$ cat src/sv/hdufb_pkg.sv
// shared constants and types for the half-duplex serial frame buffer
package hdufb_pkg;

  localparam int unsigned BUF_DEPTH = 128;
  localparam int unsigned AW        = $clog2(BUF_DEPTH);
  localparam int unsigned CW        = $clog2(BUF_DEPTH + 1);
  localparam int unsigned QDEPTH    = 2;
  localparam int unsigned QAW       = $clog2(QDEPTH);
  localparam int unsigned QCW       = $clog2(QDEPTH + 1);

  localparam int unsigned RX_LIMIT_INT = ((BUF_DEPTH - 1) > 127) ? 127 : (BUF_DEPTH - 1);
  localparam logic [6:0]  RX_LIMIT     = 7'(RX_LIMIT_INT);

  localparam int unsigned CFG_IDX_W = 2;
  localparam int unsigned CFG_DW    = 16;

  localparam logic [CFG_IDX_W-1:0] CFG_RX_GAP    = 2'd0;
  localparam logic [CFG_IDX_W-1:0] CFG_ALIVE     = 2'd1;
  localparam logic [CFG_IDX_W-1:0] CFG_SHORT_LEN = 2'd2;

  localparam logic [15:0] RX_GAP_RST    = 16'd5;
  localparam logic [15:0] ALIVE_RST     = 16'd1000;
  localparam logic [6:0]  SHORT_LEN_RST = 7'd8;

  localparam logic [2:0] ACT_RX      = 3'd0;
  localparam logic [2:0] ACT_TICK    = 3'd1;
  localparam logic [2:0] ACT_APPEND  = 3'd2;
  localparam logic [2:0] ACT_SLOT    = 3'd3;
  localparam logic [2:0] ACT_DONE    = 3'd4;
  localparam logic [2:0] ACT_RELEASE = 3'd5;

  typedef struct packed {
    logic       is_rx;
    logic       is_tick;
    logic       is_append;
    logic       is_slot;
    logic       is_done;
    logic       is_rel;
    logic [7:0] data;
  } item_t;

endpackage

$ cat src/sv/hdufb_front.sv
// input decode and two-entry item queue
module hdufb_front (
  input  logic                clk_i,
  input  logic                rst_ni,
  input  logic                in_valid_i,
  output logic                in_stall_o,
  input  logic [2:0]          action_i,
  input  logic [7:0]          data_byte_i,
  output logic                q_valid_o,
  output hdufb_pkg::item_t    q_item_o,
  input  logic                q_pop_i
);

  hdufb_pkg::item_t                  dec;
  hdufb_pkg::item_t                  slot_q [hdufb_pkg::QDEPTH];
  logic [hdufb_pkg::QAW-1:0]         wr_ptr_q, wr_ptr_d;
  logic [hdufb_pkg::QAW-1:0]         rd_ptr_q, rd_ptr_d;
  logic [hdufb_pkg::QCW-1:0]         cnt_q, cnt_d;
  logic                              push;

  always_comb begin
    dec      = '0;
    dec.data = data_byte_i;
    case (action_i)
      hdufb_pkg::ACT_RX:      dec.is_rx     = 1'b1;
      hdufb_pkg::ACT_TICK:    dec.is_tick   = 1'b1;
      hdufb_pkg::ACT_APPEND:  dec.is_append = 1'b1;
      hdufb_pkg::ACT_SLOT:    dec.is_slot   = 1'b1;
      hdufb_pkg::ACT_DONE:    dec.is_done   = 1'b1;
      hdufb_pkg::ACT_RELEASE: dec.is_rel    = 1'b1;
      default:                dec.data      = data_byte_i;
    endcase
  end

  assign in_stall_o = (cnt_q == hdufb_pkg::QCW'(hdufb_pkg::QDEPTH));
  assign push       = in_valid_i && !in_stall_o;
  assign q_valid_o  = (cnt_q != '0);
  assign q_item_o   = slot_q[rd_ptr_q];

  always_comb begin
    wr_ptr_d = wr_ptr_q;
    rd_ptr_d = rd_ptr_q;
    cnt_d    = cnt_q;
    if (push) begin
      wr_ptr_d = wr_ptr_q + 1'b1;
    end
    if (q_pop_i) begin
      rd_ptr_d = rd_ptr_q + 1'b1;
    end
    if (push && !q_pop_i) begin
      cnt_d = cnt_q + 1'b1;
    end else if (!push && q_pop_i) begin
      cnt_d = cnt_q - 1'b1;
    end
  end

  always_ff @(posedge clk_i or negedge rst_ni) begin
    if (!rst_ni) begin
      wr_ptr_q <= '0;
      rd_ptr_q <= '0;
      cnt_q    <= '0;
    end else begin
      wr_ptr_q <= wr_ptr_d;
      rd_ptr_q <= rd_ptr_d;
      cnt_q    <= cnt_d;
    end
  end

  always_ff @(posedge clk_i) begin
    if (push) begin
      slot_q[wr_ptr_q] <= dec;
    end
  end

endmodule

$ cat src/sv/hdufb_back.sv
// frame, timer and transmit state with the shared byte store and result register
module hdufb_back (
  input  logic                               clk_i,
  input  logic                               rst_ni,
  input  logic                               cfg_we_i,
  input  logic [hdufb_pkg::CFG_IDX_W-1:0]    cfg_index_i,
  input  logic [hdufb_pkg::CFG_DW-1:0]       cfg_data_i,
  input  logic                               q_valid_i,
  input  hdufb_pkg::item_t                   q_item_i,
  output logic                               q_pop_o,
  output logic                               out_valid_o,
  input  logic                               out_stall_i,
  output logic                               tx_valid_o,
  output logic [7:0]                         tx_byte_o,
  output logic                               driver_enable_o,
  output logic                               frame_ready_o,
  output logic                               short_frame_o,
  output logic [6:0]                         rx_count_o,
  output logic                               link_alive_o,
  output logic                               tx_drained_o
);

  logic [15:0]                rx_gap_q;
  logic [15:0]                alive_ticks_q;
  logic [6:0]                 short_len_q;

  logic [7:0]                 mem_q [hdufb_pkg::BUF_DEPTH];

  logic [6:0]                 rx_count_q, rx_count_d;
  logic                       closed_q, closed_d;
  logic                       short_q, short_d;
  logic [15:0]                gap_q, gap_d;
  logic [15:0]                alive_q, alive_d;
  logic [hdufb_pkg::CW-1:0]   fill_q, fill_d;
  logic [hdufb_pkg::CW-1:0]   sent_q, sent_d;
  logic [hdufb_pkg::CW-1:0]   fill_base;
  logic                       active_q, active_d;
  logic                       armed_q, armed_d;

  logic                       out_valid_q;
  logic                       tx_valid_q;
  logic [7:0]                 tx_byte_q;

  logic                       we;
  logic [hdufb_pkg::AW-1:0]   waddr;
  logic                       emit;
  logic [hdufb_pkg::AW-1:0]   raddr;

  assign q_pop_o = q_valid_i && (!out_valid_q || !out_stall_i);

  always_comb begin
    rx_count_d = rx_count_q;
    closed_d   = closed_q;
    short_d    = short_q;
    gap_d      = gap_q;
    alive_d    = alive_q;
    fill_d     = fill_q;
    sent_d     = sent_q;
    active_d   = active_q;
    armed_d    = armed_q;
    we         = 1'b0;
    waddr      = '0;
    emit       = 1'b0;
    raddr      = '0;
    fill_base  = active_q ? fill_q : '0;
    if (q_pop_o) begin
      if (q_item_i.is_rx) begin
        alive_d = alive_ticks_q;
        if (!closed_q) begin
          gap_d = rx_gap_q;
          if (rx_count_q < hdufb_pkg::RX_LIMIT) begin
            we         = 1'b1;
            waddr      = hdufb_pkg::AW'(rx_count_q);
            rx_count_d = rx_count_q + 7'd1;
            if (rx_count_d == short_len_q) begin
              short_d = 1'b1;
            end
            if (rx_count_d == hdufb_pkg::RX_LIMIT) begin
              closed_d = 1'b1;
            end
          end
        end
      end else if (q_item_i.is_tick) begin
        if (gap_q != '0) begin
          gap_d = gap_q - 16'd1;
          if (gap_q == 16'd1 && rx_count_q != '0) begin
            closed_d = 1'b1;
          end
        end
        if (alive_q != '0) begin
          alive_d = alive_q - 16'd1;
        end
      end else if (q_item_i.is_append) begin
        if (!active_q) begin
          active_d = 1'b1;
          armed_d  = 1'b0;
          sent_d   = '0;
        end
        fill_d = fill_base;
        if (fill_base < hdufb_pkg::CW'(hdufb_pkg::BUF_DEPTH)) begin
          we     = 1'b1;
          waddr  = hdufb_pkg::AW'(fill_base);
          fill_d = fill_base + 1'b1;
        end
      end else if (q_item_i.is_slot) begin
        if (active_q && !armed_q) begin
          if (sent_q < fill_q) begin
            emit   = 1'b1;
            raddr  = hdufb_pkg::AW'(sent_q);
            sent_d = sent_q + 1'b1;
          end else begin
            armed_d = 1'b1;
          end
        end
      end else if (q_item_i.is_done) begin
        if (armed_q) begin
          armed_d  = 1'b0;
          active_d = 1'b0;
        end
      end else if (q_item_i.is_rel) begin
        rx_count_d = '0;
        closed_d   = 1'b0;
        short_d    = 1'b0;
        gap_d      = '0;
      end
    end
  end

  always_ff @(posedge clk_i or negedge rst_ni) begin
    if (!rst_ni) begin
      rx_gap_q      <= hdufb_pkg::RX_GAP_RST;
      alive_ticks_q <= hdufb_pkg::ALIVE_RST;
      short_len_q   <= hdufb_pkg::SHORT_LEN_RST;
    end else if (cfg_we_i) begin
      case (cfg_index_i)
        hdufb_pkg::CFG_RX_GAP:    rx_gap_q      <= cfg_data_i;
        hdufb_pkg::CFG_ALIVE:     alive_ticks_q <= cfg_data_i;
        hdufb_pkg::CFG_SHORT_LEN: short_len_q   <= cfg_data_i[6:0];
        default:                  rx_gap_q      <= rx_gap_q;
      endcase
    end
  end

  always_ff @(posedge clk_i or negedge rst_ni) begin
    if (!rst_ni) begin
      rx_count_q  <= '0;
      closed_q    <= 1'b0;
      short_q     <= 1'b0;
      gap_q       <= '0;
      alive_q     <= '0;
      fill_q      <= '0;
      sent_q      <= '0;
      active_q    <= 1'b0;
      armed_q     <= 1'b0;
      out_valid_q <= 1'b0;
    end else begin
      rx_count_q <= rx_count_d;
      closed_q   <= closed_d;
      short_q    <= short_d;
      gap_q      <= gap_d;
      alive_q    <= alive_d;
      fill_q     <= fill_d;
      sent_q     <= sent_d;
      active_q   <= active_d;
      armed_q    <= armed_d;
      if (q_pop_o) begin
        out_valid_q <= 1'b1;
      end else if (!out_stall_i) begin
        out_valid_q <= 1'b0;
      end
    end
  end

  always_ff @(posedge clk_i) begin
    if (we) begin
      mem_q[waddr] <= q_item_i.data;
    end
  end

  always_ff @(posedge clk_i) begin
    if (q_pop_o) begin
      tx_valid_q <= emit;
      tx_byte_q  <= emit ? mem_q[raddr] : 8'd0;
    end
  end

  // status follows the state of the item held in the result register
  assign out_valid_o     = out_valid_q;
  assign tx_valid_o      = tx_valid_q;
  assign tx_byte_o       = tx_byte_q;
  assign driver_enable_o = active_q;
  assign frame_ready_o   = closed_q;
  assign short_frame_o   = short_q;
  assign rx_count_o      = rx_count_q;
  assign link_alive_o    = (alive_q != '0);
  assign tx_drained_o    = armed_q;

endmodule

$ cat src/sv/halfduplex_uart_frame_buffer.sv
// top level of the half-duplex serial frame buffer
//
//  channel  | handshake                  | payload
//  ---------+----------------------------+-------------------------------------------
//  in       | in_valid_i / in_stall_o    | action_i, data_byte_i
//  out      | out_valid_o / out_stall_i  | tx_valid_o, tx_byte_o, status flags, rx_count_o
//  cfg      | cfg_we_i                   | cfg_index_i, cfg_data_i
//
// one item per cycle sustained while out_stall_i is low; an accepted item is written into
// the two-entry queue, then popped into the result register, which shows its result
// the result register is loaded with the store read of the byte being sent
// reset clears all control state but tx_valid_o and tx_byte_o; the byte store is not cleared
// out_stall_i holds the result register, the queue then fills and raises in_stall_o
module halfduplex_uart_frame_buffer (
  input  logic                               clk_i,
  input  logic                               rst_ni,
  input  logic                               cfg_we_i,
  input  logic [hdufb_pkg::CFG_IDX_W-1:0]    cfg_index_i,
  input  logic [hdufb_pkg::CFG_DW-1:0]       cfg_data_i,
  input  logic                               in_valid_i,
  output logic                               in_stall_o,
  input  logic [2:0]                         action_i,
  input  logic [7:0]                         data_byte_i,
  output logic                               out_valid_o,
  input  logic                               out_stall_i,
  output logic                               tx_valid_o,
  output logic [7:0]                         tx_byte_o,
  output logic                               driver_enable_o,
  output logic                               frame_ready_o,
  output logic                               short_frame_o,
  output logic [6:0]                         rx_count_o,
  output logic                               link_alive_o,
  output logic                               tx_drained_o
);

  logic             q_valid;
  logic             q_pop;
  hdufb_pkg::item_t q_item;

  hdufb_front u_front (
    .clk_i       (clk_i),
    .rst_ni      (rst_ni),
    .in_valid_i  (in_valid_i),
    .in_stall_o  (in_stall_o),
    .action_i    (action_i),
    .data_byte_i (data_byte_i),
    .q_valid_o   (q_valid),
    .q_item_o    (q_item),
    .q_pop_i     (q_pop)
  );

  hdufb_back u_back (
    .clk_i           (clk_i),
    .rst_ni          (rst_ni),
    .cfg_we_i        (cfg_we_i),
    .cfg_index_i     (cfg_index_i),
    .cfg_data_i      (cfg_data_i),
    .q_valid_i       (q_valid),
    .q_item_i        (q_item),
    .q_pop_o         (q_pop),
    .out_valid_o     (out_valid_o),
    .out_stall_i     (out_stall_i),
    .tx_valid_o      (tx_valid_o),
    .tx_byte_o       (tx_byte_o),
    .driver_enable_o (driver_enable_o),
    .frame_ready_o   (frame_ready_o),
    .short_frame_o   (short_frame_o),
    .rx_count_o      (rx_count_o),
    .link_alive_o    (link_alive_o),
    .tx_drained_o    (tx_drained_o)
  );

endmodule

$ cat config.mk
export PLATFORM = sky130hd
export DESIGN_NAME = halfduplex_uart_frame_buffer
export DESIGN_NICKNAME = d
export VERILOG_FILES = /design/src/sv/hdufb_pkg.sv /design/src/sv/hdufb_front.sv /design/src/sv/hdufb_back.sv /design/src/sv/halfduplex_uart_frame_buffer.sv
export SDC_FILE = /design/constraint.sdc
export NUM_CORES = 1
export LEC_CHECK = 0
export BUFFER_PORTS_ARGS = -buffer_cell sky130_fd_sc_hd__buf_2
export CAP_MARGIN = 10
export CORE_ASPECT_RATIO = 1.5
export CORE_MARGIN = 5
export CORE_UTILIZATION = 40
export DETAILED_ROUTE_END_ITERATION = 8
export PLACE_DENSITY = 0.61
export SYNTH_ARGS = -nofsm -noshare
export SYNTH_HDL_FRONTEND = slang
export SYNTH_SLANG_ARGS = --single-unit
export TNS_END_PERCENT = 10
$ cat constraint.sdc
create_clock -name clk_i -period 4.6 [get_ports clk_i]
set_input_delay 0.46 -clock clk_i [delete_from_list [all_inputs] [get_ports clk_i]]
set_output_delay 0.46 -clock clk_i [all_outputs]
set_load 0.05 [all_outputs]
# Word level (Yosys, flattened, before mapping)
# Memories as Yosys holds them, arrays and structs flattened. A register that Yosys moved wholly into a read port is not among the register bits.
# Index checks and enable logic that the tools add are counted.
# classes
n_addsub	9
order_cmp	3
eq_ne	28
n_mux	94
n_bitwise	2
reduce_logical	43
# op_table
operator	n
$mux W16	11
$mux W7	22
$mux W8	7
$mux W1	52
$reduce_bool A16 Y1	2
$sub A16 B1 Y16 const B	2
$reduce_and A7 Y1	4
$reduce_bool A2 Y1	10
$ne A3 B1 Y1 const B	6
$add A8 B1 Y8 const B	2
$eq A16 B1 Y1 const B	1
$ne A2 B1 Y1 const B	8
$reduce_and A9 Y1	1
$lt A8 B8 Y1	1
$lt A8 B8 Y1 const B	1
$reduce_and A8 Y1	1
$add A7 B1 Y7 const B	1
$eq A7 B7 Y1	1
$eq A7 B7 Y1 const B	1
$logic_not A1 Y1	7
$lt A7 B7 Y1 const B	1
$reduce_bool A7 Y1	1
$eq A3 B2 Y1 const B	2
$eq A3 B3 Y1 const B	2
19 further kinds	32
# totals
ff_bits	104
mem_bits_rw	1052
input_bits	34
out_inout_bits	23
n_memories	2
# mem_list
name	words	width	read_ports	rd_ports_with_merged_regs	wr	line	rtl
u_back.mem_q	128	8	1	1	1	hdufb_back.sv:27	logic [7:0] mem_q [hdufb_pkg::BUF_DEPTH];
u_front.slot_q	2	14	1	0	1	hdufb_front.sv:15	hdufb_pkg::item_t slot_q [hdufb_pkg::QDEPTH];

# Depth between registers and ports, before layout
# Gate-level depths: netlist of run 1.
# logic_depth
word_depth	9
ltp_mapped	14
mapped_depth_nobuf	12

# By module
# Synthesis of run 1 repeated with hierarchy kept, for this count alone.
# unflattened
hier_cells	3068
hier_area_um2	47823.4
# modules_own_cells
module	instances	cells_per_inst	area_each_um2	seq_area_each_um2
hdufb_back	1	2999	46517.1	33508.4
hdufb_front	1	69	1306.3	940.9

# Worst setup path after synthesis of run 1
# Ideal clock, no wire load.
# synth_path
kind	register to register
start	reg u_back.rx_count_q[0], in the netlist u_back.rx_count_o[0]
end	mem u_back.mem_q[115][0], enable pin
arrival_ps	2924
t_required_ps	4230
setup_slack_ps	1306
path_stages_with_launch	10
n_path_buf	1
period_less_slack_ps	3294
path_cell_list	dfrtp_1 and4_1 nor2b_1 a21oi_1 o21a_1 nand2_1 a2111oi_1 nand2_1 clkbuf_1 nor2_1
# synth_between
elab_chain_len	7
# synth_lines
element	line	rtl
from (decl)	hdufb_back.sv:29	logic [6:0] rx_count_q, rx_count_d;
from (signal assigned)	hdufb_back.sv:157	rx_count_q <= rx_count_d;
$lt A7 B7 Y1	hdufb_back.sv:71	if (rx_count_q < hdufb_pkg::RX_LIMIT) begin
$mux W1	hdufb_back.sv:71	
$mux W1	hdufb_back.sv:69	if (!closed_q) begin
$mux W1	hdufb_back.sv:67	if (q_item_i.is_rx) begin
$mux W1	hdufb_back.sv:66	if (q_pop_o) begin
$mux W1	hdufb_back.sv:175	if (we) begin
$mux W1 (implied by the code)	hdufb_back.sv:176	mem_q[waddr] <= q_item_i.data;
to (decl)	hdufb_back.sv:27	
# Parallel ways exist; a longest one is shown, timed or not.

# Worst setup path after layout of run 1
# layout_path
start	reg u_back.fill_q[3] in the netlist's numbering
end	reg u_back.tx_byte_q[0], in the netlist u_back.tx_byte_o[0] (read register of u_back.mem_q) (data pin)
# layout_between
elab_chain_len	9
# layout_lines
element	line	rtl
from (decl)	hdufb_back.sv:34	logic [hdufb_pkg::CW-1:0] fill_q, fill_d;
from (signal assigned)	hdufb_back.sv:162	fill_q <= fill_d;
$lt A8 B8 Y1 *	hdufb_back.sv:107	if (sent_q < fill_q) begin
$mux W1	hdufb_back.sv:107	
$mux W1	hdufb_back.sv:106	if (active_q && !armed_q) begin
$mux W1	hdufb_back.sv:105	end else if (q_item_i.is_slot) begin
$mux W1	hdufb_back.sv:93	end else if (q_item_i.is_append) begin
$mux W1	hdufb_back.sv:83	end else if (q_item_i.is_tick) begin
$mux W1	hdufb_back.sv:67	
$mux W1	hdufb_back.sv:66	
$logic_not A1 Y1 (no line)	n/a	
to (decl)	hdufb_back.sv:42	logic [7:0] tx_byte_q;
# Every way passes the cells marked *; elsewhere a longest branch is shown, timed or not.
# A chain may end at the register's enable or synchronous reset.

==> results of run 1 <==
==> power breakdown <==
part / internal, mW / switching (mW)
Sequential: 13.2 / 0.409
Combinational: 2.38 / 6.78
Clock: 5.12 / 4.01
==> state kept, by name, summed over array words and instances (netlist names), 2 cells and up <==
signal                count
u_back.fill_q             8
u_back.alive_q           16
u_back.rx_count_o         7
u_back.gap_q             16
u_back.tx_byte_o          8
u_front.cnt_q             2
u_back.mem_q           1024
u_front.slot_q           28
u_back.rx_gap_q          16
u_back.short_len_q        7
u_back.sent_q             8
u_back.alive_ticks_q     16
==> cells by family after synthesis <==
group,after synthesis
compound gates,1014
xor+xnor,20
fa+ha+maj,17
buf+inv,315
flops,1164
mux,300
simple gates,741
==> cells in the final DEF, fill, tap and decap left out, types with 18 or more instances in the layout <==
cell type	n
a2111oi_0	62
a211oi_1	42
a21o_1	46
a21oi_1	280
a22oi_1	19
a31oi_1	53
buf_12	19
buf_2	57
buf_4	113
clkbuf_16	104
clkinv_1	18
clkinv_2	26
dfrtp_1	91
dlygate4sd3_1	27
edfxtp_1	1061
inv_1	61
mux2_2	94
mux2i_1	197
nand2_1	123
nand3_1	48
nor2_1	384
nor2b_1	29
nor3_1	32
nor4_1	18
o2111ai_1	19
o211ai_1	19
o21a_1	19
o21ai_0	117
o221ai_1	85
o22ai_1	65
o31ai_1	33
o32ai_1	56
==> worst max-delay path by stage <==
| stage | start | endpoint | slack (ns) |
|---|---|---|---|
| global route | u_back.fill_q[3] | u_back.tx_byte_o[0] | 0.07 |
| detailed placement | out_stall_i | u_back.tx_byte_o[0] | 0.19 |
| CTS | u_back.fill_q[3] | u_back.tx_byte_o[0] | 0.29 |
| finish | u_back.fill_q[3] | u_back.tx_byte_o[0] | 0.17 |
| floorplan | u_back.rx_count_o[0] | u_back.mem_q[115][0] | 1.31 |
| global placement | out_stall_i | u_back.tx_byte_o[0] | 0.18 |
==> what timing repair did <==
action	CTS	global route
hold buffers	27	0
endpoints found under the hold margin	105	0
resized for setup	0	0
==> cells in the mapped netlist (all sizes together) (8+ instances only) <==
master / n / area [um^2]
nand2b: 12 / 75.1
nand4: 8 / 50.1
nor3: 38 / 221
nor2b: 29 / 181
inv: 63 / 236
a221oi: 8 / 70.1
o22ai: 65 / 407
o2bb2ai: 8 / 70.1
o211a: 8 / 80.1
nand3: 49 / 245
o21ai: 126 / 638
o2111ai: 19 / 166
a222oi: 8 / 80.1
a22oi: 20 / 155
o211ai: 19 / 143
ha: 17 / 213
a21o: 46 / 345
a21oi: 280 / 1400
and3: 15 / 93.8
dfrtp: 94 / 2350
xor2: 13 / 114
a211oi: 43 / 328
a31oi: 53 / 332
a2111oi: 64 / 562
o221ai: 85 / 744
o31ai: 33 / 248
edfxtp: 1061 / 31900
clkbuf: 159 / 598
nor2: 385 / 1450
buf: 92 / 464
or3: 9 / 56.3
mux2i: 198 / 1980
o21a: 19 / 143
nand2: 125 / 469
mux2: 102 / 1150
dfstp: 9 / 236
nor4: 21 / 144
o221a: 16 / 180
o32ai: 56 / 490
nor3b: 18 / 151
==> layer usage <==
layer / global-route usage [%] / vias to the layer above / part of all wire [%]
met2: 37.9 / 1487 / 51
met5: 0 / - / 0
met3: 3.48 / 309 / 6.7
met4: 9.97 / 0 / 5.0
li1: - / 14200 / -
met1: 26.2 / 16200 / 38
==> worst max-delay path, delay by kind of cell, from the launching register on <==
family	cells	cell delay (ns)
flip-flops	1	0.46
adder cells (fa/ha/maj)	1	0.22
AO/OA/AOI/OAI	6	1.77
buffers and inverters	2	0.34
AND/OR/NAND/NOR	3	1.45
==> final cells by class <==
type / instances / area share (%)
multi-input combinational: 2092 / 24.9
timing repair buffer: 216 / 3.19
clock inverter: 75 / 1.58
tap: 1600 / 3.58
sequential: 1164 / 61.6
inverter: 64 / 0.429
clock buffer: 118 / 4.78
==> flow_summary.ini, run 1 <==
[sta]
slew_headroom_pct = 22.5
hold_viol = 0
setup_violations = 0
rsz0062_at_grt = false
finalCriticalPeriod_ns = 4.43
skew_ns = 0.0497
hold_slack_ns = 0.0874
post-route-period-util_pct = 96.2
worst_slack_ns = 0.174
slew_viol_final = 0
worst_pin_slew_ns = 1.16
fmax_ghz = 0.226
fin_setup_tns_ns = 0

[place]
preCtsSetupSlack_ns = 0.190
dp_cells = 5109
dp_hpwl_um = 92500
place.gp.congestion = 0.916
placed_area_mm2 = 0.0521
io_buffers = 56

[cts]
cts.clk_slew.worst_paths_ns = 0.07
post_cts_buffers = 0
htreeDepth = 3
cts_made_buffers = 104
clockRootBuffer = clkbuf_16
insertion_delay_ns = 0.75
cts_tree = built
clock_path_buffers = 3
cts_sinks = 1164

[cells_and_area]
fill_cells = 10800
instances_no_fill = 5329
post-route-cell-area_mm2 = 0.0560
drive_gt1_share_pct = 13.9
area_growth_pct = 12.9
seq_area_mm2 = 0.0345
fin_nets = 3693
fin_util_pct = 45.4
multi_input_area_mm2 = 0.0139
antenna_cells = 0

[yosys]
synth_adder_area_share_pct = 0.429
ys_types = 85
synthMuxAreaShare_pct = 6.31
netlist_instances = 3571
synthFlopType = edfxtp_1
syn_nets = 3622
synth_top_family_by_area = compound AO/OA/AOI/OAI gates
synth-async-reset-ratio_pct = 8.85
synth-simple-area-share_pct = 6.83
syn_area_per_cell_um2 = 13.9
yosysSeqAreaShare_pct = 69.5
synth_edf_count = 1061
synth_seq_cells = 1164
synth-warning-count = 0
synth_xor_area_share_pct = 0.353
synth_compound_area_share_pct = 14.0
netlist_area_mm2 = 0.0496

[worst_setup_path]
worstPathRequired_ns = 5.19
critPathKind = reg2reg
cpMaxStageDelayCell = nor4_2
worstPathCellList = inv_1 > ha_1 > nor4_1 > o21ai_1 > a22o_2 > buf_12 > nor4_2 > nand2_1 > o31ai_1 > a2111oi_0 > o21ai_1 > o211a_1
end_kind = flop
critPathMostFrequentCell = o21ai_1
crit_fanout = 66
critPathMaxStageDelay_ns = 0.85
r2r_end = u_back.tx_byte_o[0]
rrSetupSlack_ns = 0.17
start_kind = flop
timing.rr.start = u_back.fill_q[3]
worstRegToRegCells = 12
cp.arrival_ns = 5.02

[floorplanning]
initial_core_util_pct = 40.2
die_w_um = 297
rows = 158
die_h_um = 441
coreArea_mm2 = 0.123
io_pins = 57
die_area_mm2 = 0.131

[route]
drt_iter0_drc = 3387
drtAntennaViolNets = 0
first_pass_iters = 9
vias = 32200
routedWlPerCell_um = 27.4
routed_wirelength_um = 146000
vias_per_cell = 6.03
post-route-drc-count = 0

[status]
status = finished, final reports clean

[job]
max_cap_viol_count = 0

[power_and_ir_drop]
ir_drop_mv = 0.441
leakage_nw = 18.0
total_power_mw = 31.9
p_per_area_mw_per_mm2 = 571

[worst_hold_path]
hold_class = in2reg
holdPathEnd = u_front.slot_q[1][9]
hp-start = action_i[1]
whs_path_depth = 2

[global_routing]
globalRoute.totalOverflow = 0
grt_max_degree = 181
antenna_found_initial = 3
grt_pass1_wl_um = 215000
track_usage_pct = 21.6
grt_pass1_vias = 32000
Power figures use the tool's default switching activity.
==> run 2, diff against run 1 <==
- CORE_UTILIZATION: 40 -> 55
- CTS_CLUSTER_DIAMETER: unset -> 50
- PLACE_DENSITY: 0.61 -> 0.77
==> run 2 against run 1 <==
- sequential cell count did not move
- die area fell by 27%
- cell area fell by 1.8%
- largest cell class unchanged
- count of clock-buffer cells in the layout rose by 10
- worst hold slack got worse by 0.044 ns
- critical path depth did not move
- combinational power fell by 3.6%
- sequential share of layout area rose by 1.1 points
- utilization rose by 16 points
- non-clock buffer count fell by 21
==> flow_summary.ini, run 2 (synthesis results as in run 1) <==
[status]
status = finished, final reports clean

[place]
io_buffers = 56
place.gp.congestion = 0.931
dp_hpwl_um = 84500
dp_cells = 4667

[cells_and_area]
top_regs = u_back.mem_q (1024), u_front.slot_q (28)
largest_register = u_back.mem_q
fin_nets = 3670
area_growth_pct = 10.9
seq_area_mm2 = 0.0345
fill_cells = 6589
layout_common_cells = 1,061 x edfxtp_1, 384 x nor2_1, 280 x a21oi_1, 197 x mux2i_1, 123 x nand2_1
multi_input_area_mm2 = 0.0139
layout_commonest_cell = edfxtp_1
largest_reg_flops = 1024
instances_no_fill = 4870
drive_gt1_share_pct = 13.6

[floorplanning]
die_w_um = 255
initial_core_util_pct = 55.2
rows = 135
io_pins = 57
die_area_mm2 = 0.0964
die_h_um = 378
coreArea_mm2 = 0.0899

[global_routing]
antenna_found_initial = 4
use_met1_pct = 34.0
top_usage_layer = met2
grt_pass1_wl_um = 200000
grt_max_degree = 170
grt_use_met3_pct = 4.78
grt_pass1_vias = 31900
use_met2_pct = 45.9
globalRoute.totalOverflow = 0
track_usage_pct = 27.4

[worst_setup_path]
critPathKind = reg2reg
worstRegToRegCells = 12
worstPathRequired_ns = 5.05
rrSetupSlack_ns = 0.15
endpoint = u_back.tx_byte_o[0]
r2r_end = u_back.tx_byte_o[0]
end_kind = flop
critical_path.startpoint = u_back.fill_q[7]
crit_fanout = 29
start_kind = flop
timing.rr.start = u_back.fill_q[7]
cp.arrival_ns = 4.90

[sta]
fin_setup_tns_ns = 0
slew_headroom_pct = 20.0
hold_slack_ns = 0.0434
fmax_ghz = 0.225
slew_viol_final = 0
rsz0062_at_grt = false
post-route-period-util_pct = 96.7
skew_ns = 0.0332
worst_pin_slew_ns = 1.19
finalCriticalPeriod_ns = 4.45
hold_viol = 0
setup_violations = 0

[route]
routed_wirelength_um = 135000
drtAntennaViolNets = 0
vias = 32600
routedWlPerCell_um = 27.6
first_pass_iters = 9
vias_per_cell = 6.69
drt_iter0_drc = 3897
post-route-drc-count = 0

[cts]
cts.clk_slew.worst_paths_ns = 0.07
post_cts_resized = 0
clockRootBuffer = clkbuf_16
cts_sinks = 1164
cts_tree = built
clock_path_buffers = 3
cts_made_buffers = 102
htreeDepth = 3
insertion_delay_ns = 0.71

[job]
max_cap_viol_count = 0

[power_and_ir_drop]
ir_drop_mv = 0.532
total_power_mw = 31.0
p_per_area_mw_per_mm2 = 564
leakage_nw = 17.8

[worst_hold_path]
hold_class = in2reg
## run 2: final cells by class
class / count / area share (%)
Sequential cell: 1164 / 62.7
Inverter: 64 / 0.437
Multi-Input combinational cell: 2092 / 25.3
Timing Repair Buffer: 195 / 2.92
Antenna cell: 2 / 0.00911
Clock buffer: 128 / 5.09
Tap cell: 1164 / 2.65
Clock inverter: 61 / 0.911
## run 2: worst max-delay path, cell delays in order, from the launching register on
cell and delay, ns:
dfrtp_1 0.49, inv_1 0.13, ha_1 0.23, nor4_1 0.29, o21ai_1 0.22, a22o_2 0.29
or3_2 0.84, buf_4 0.38, nor2_1 0.12, o22ai_1 0.07, a222oi_1 0.70, nand3_1 0.22
o211a_1 0.18
## run 2: per-stage QoR
| step | area (um^2) | worst slack (ns) | util (%) |
|---|---|---|---|
| after floorplan | 49600 | 1.31 | - |
| after global placement | 51500 | 0.338 | 57.4 |
| after detailed placement | 51500 | 0.340 | 57.4 |
| after CTS | 55000 | 0.304 | 61.2 |
| after global routing | 55000 | 0.0255 | 61.2 |
| final | 55000 | 0.150 | 61.2 |
## run 2: worst min path at each step
| stage | from | endpoint | slack, ns | cells past startpoint |
|---|---|---|---|---|
| after floorplan | rst_ni | u_back.alive_q[0] | 0.16 | 0 |
| after global placement | u_back.alive_q[15] | u_back.alive_q[15] | 0.47 | 2 |
| after detailed placement | u_back.alive_q[13] | u_back.alive_q[13] | 0.48 | 1 |
| after CTS | cfg_data_i[10] | u_back.alive_ticks_q[10] | 0.0002 | 2 |
| after global routing | cfg_data_i[8] | u_back.alive_ticks_q[8] | 0.02 | 2 |
| final | cfg_data_i[8] | u_back.rx_gap_q[8] | 0.04 | 2 |
## run 2: what timing repair did
| action | 4_1_cts | 5_1_grt |
|---|---|---|
| setup buffers | 0 | 0 |
| hold endpoints to repair | 72 | 0 |
| hold buffers | 12 | 0 |
## run 2: where the power goes
part,internal [mW],total [mW],switching [mW]
logic,2.35,8.83,6.48
clock network,4.66,8.50,3.84
registers,13.2,13.7,0.443
total,20.2,31.0,10.8
## run 2: per-layer routing
metal / vias up / wire [um]
met1: 16000 / 46900
met2: 1994 / 67000
met3: 438 / 12100
met5: - / 13
li1: 14200 / -
met4: 2 / 8530
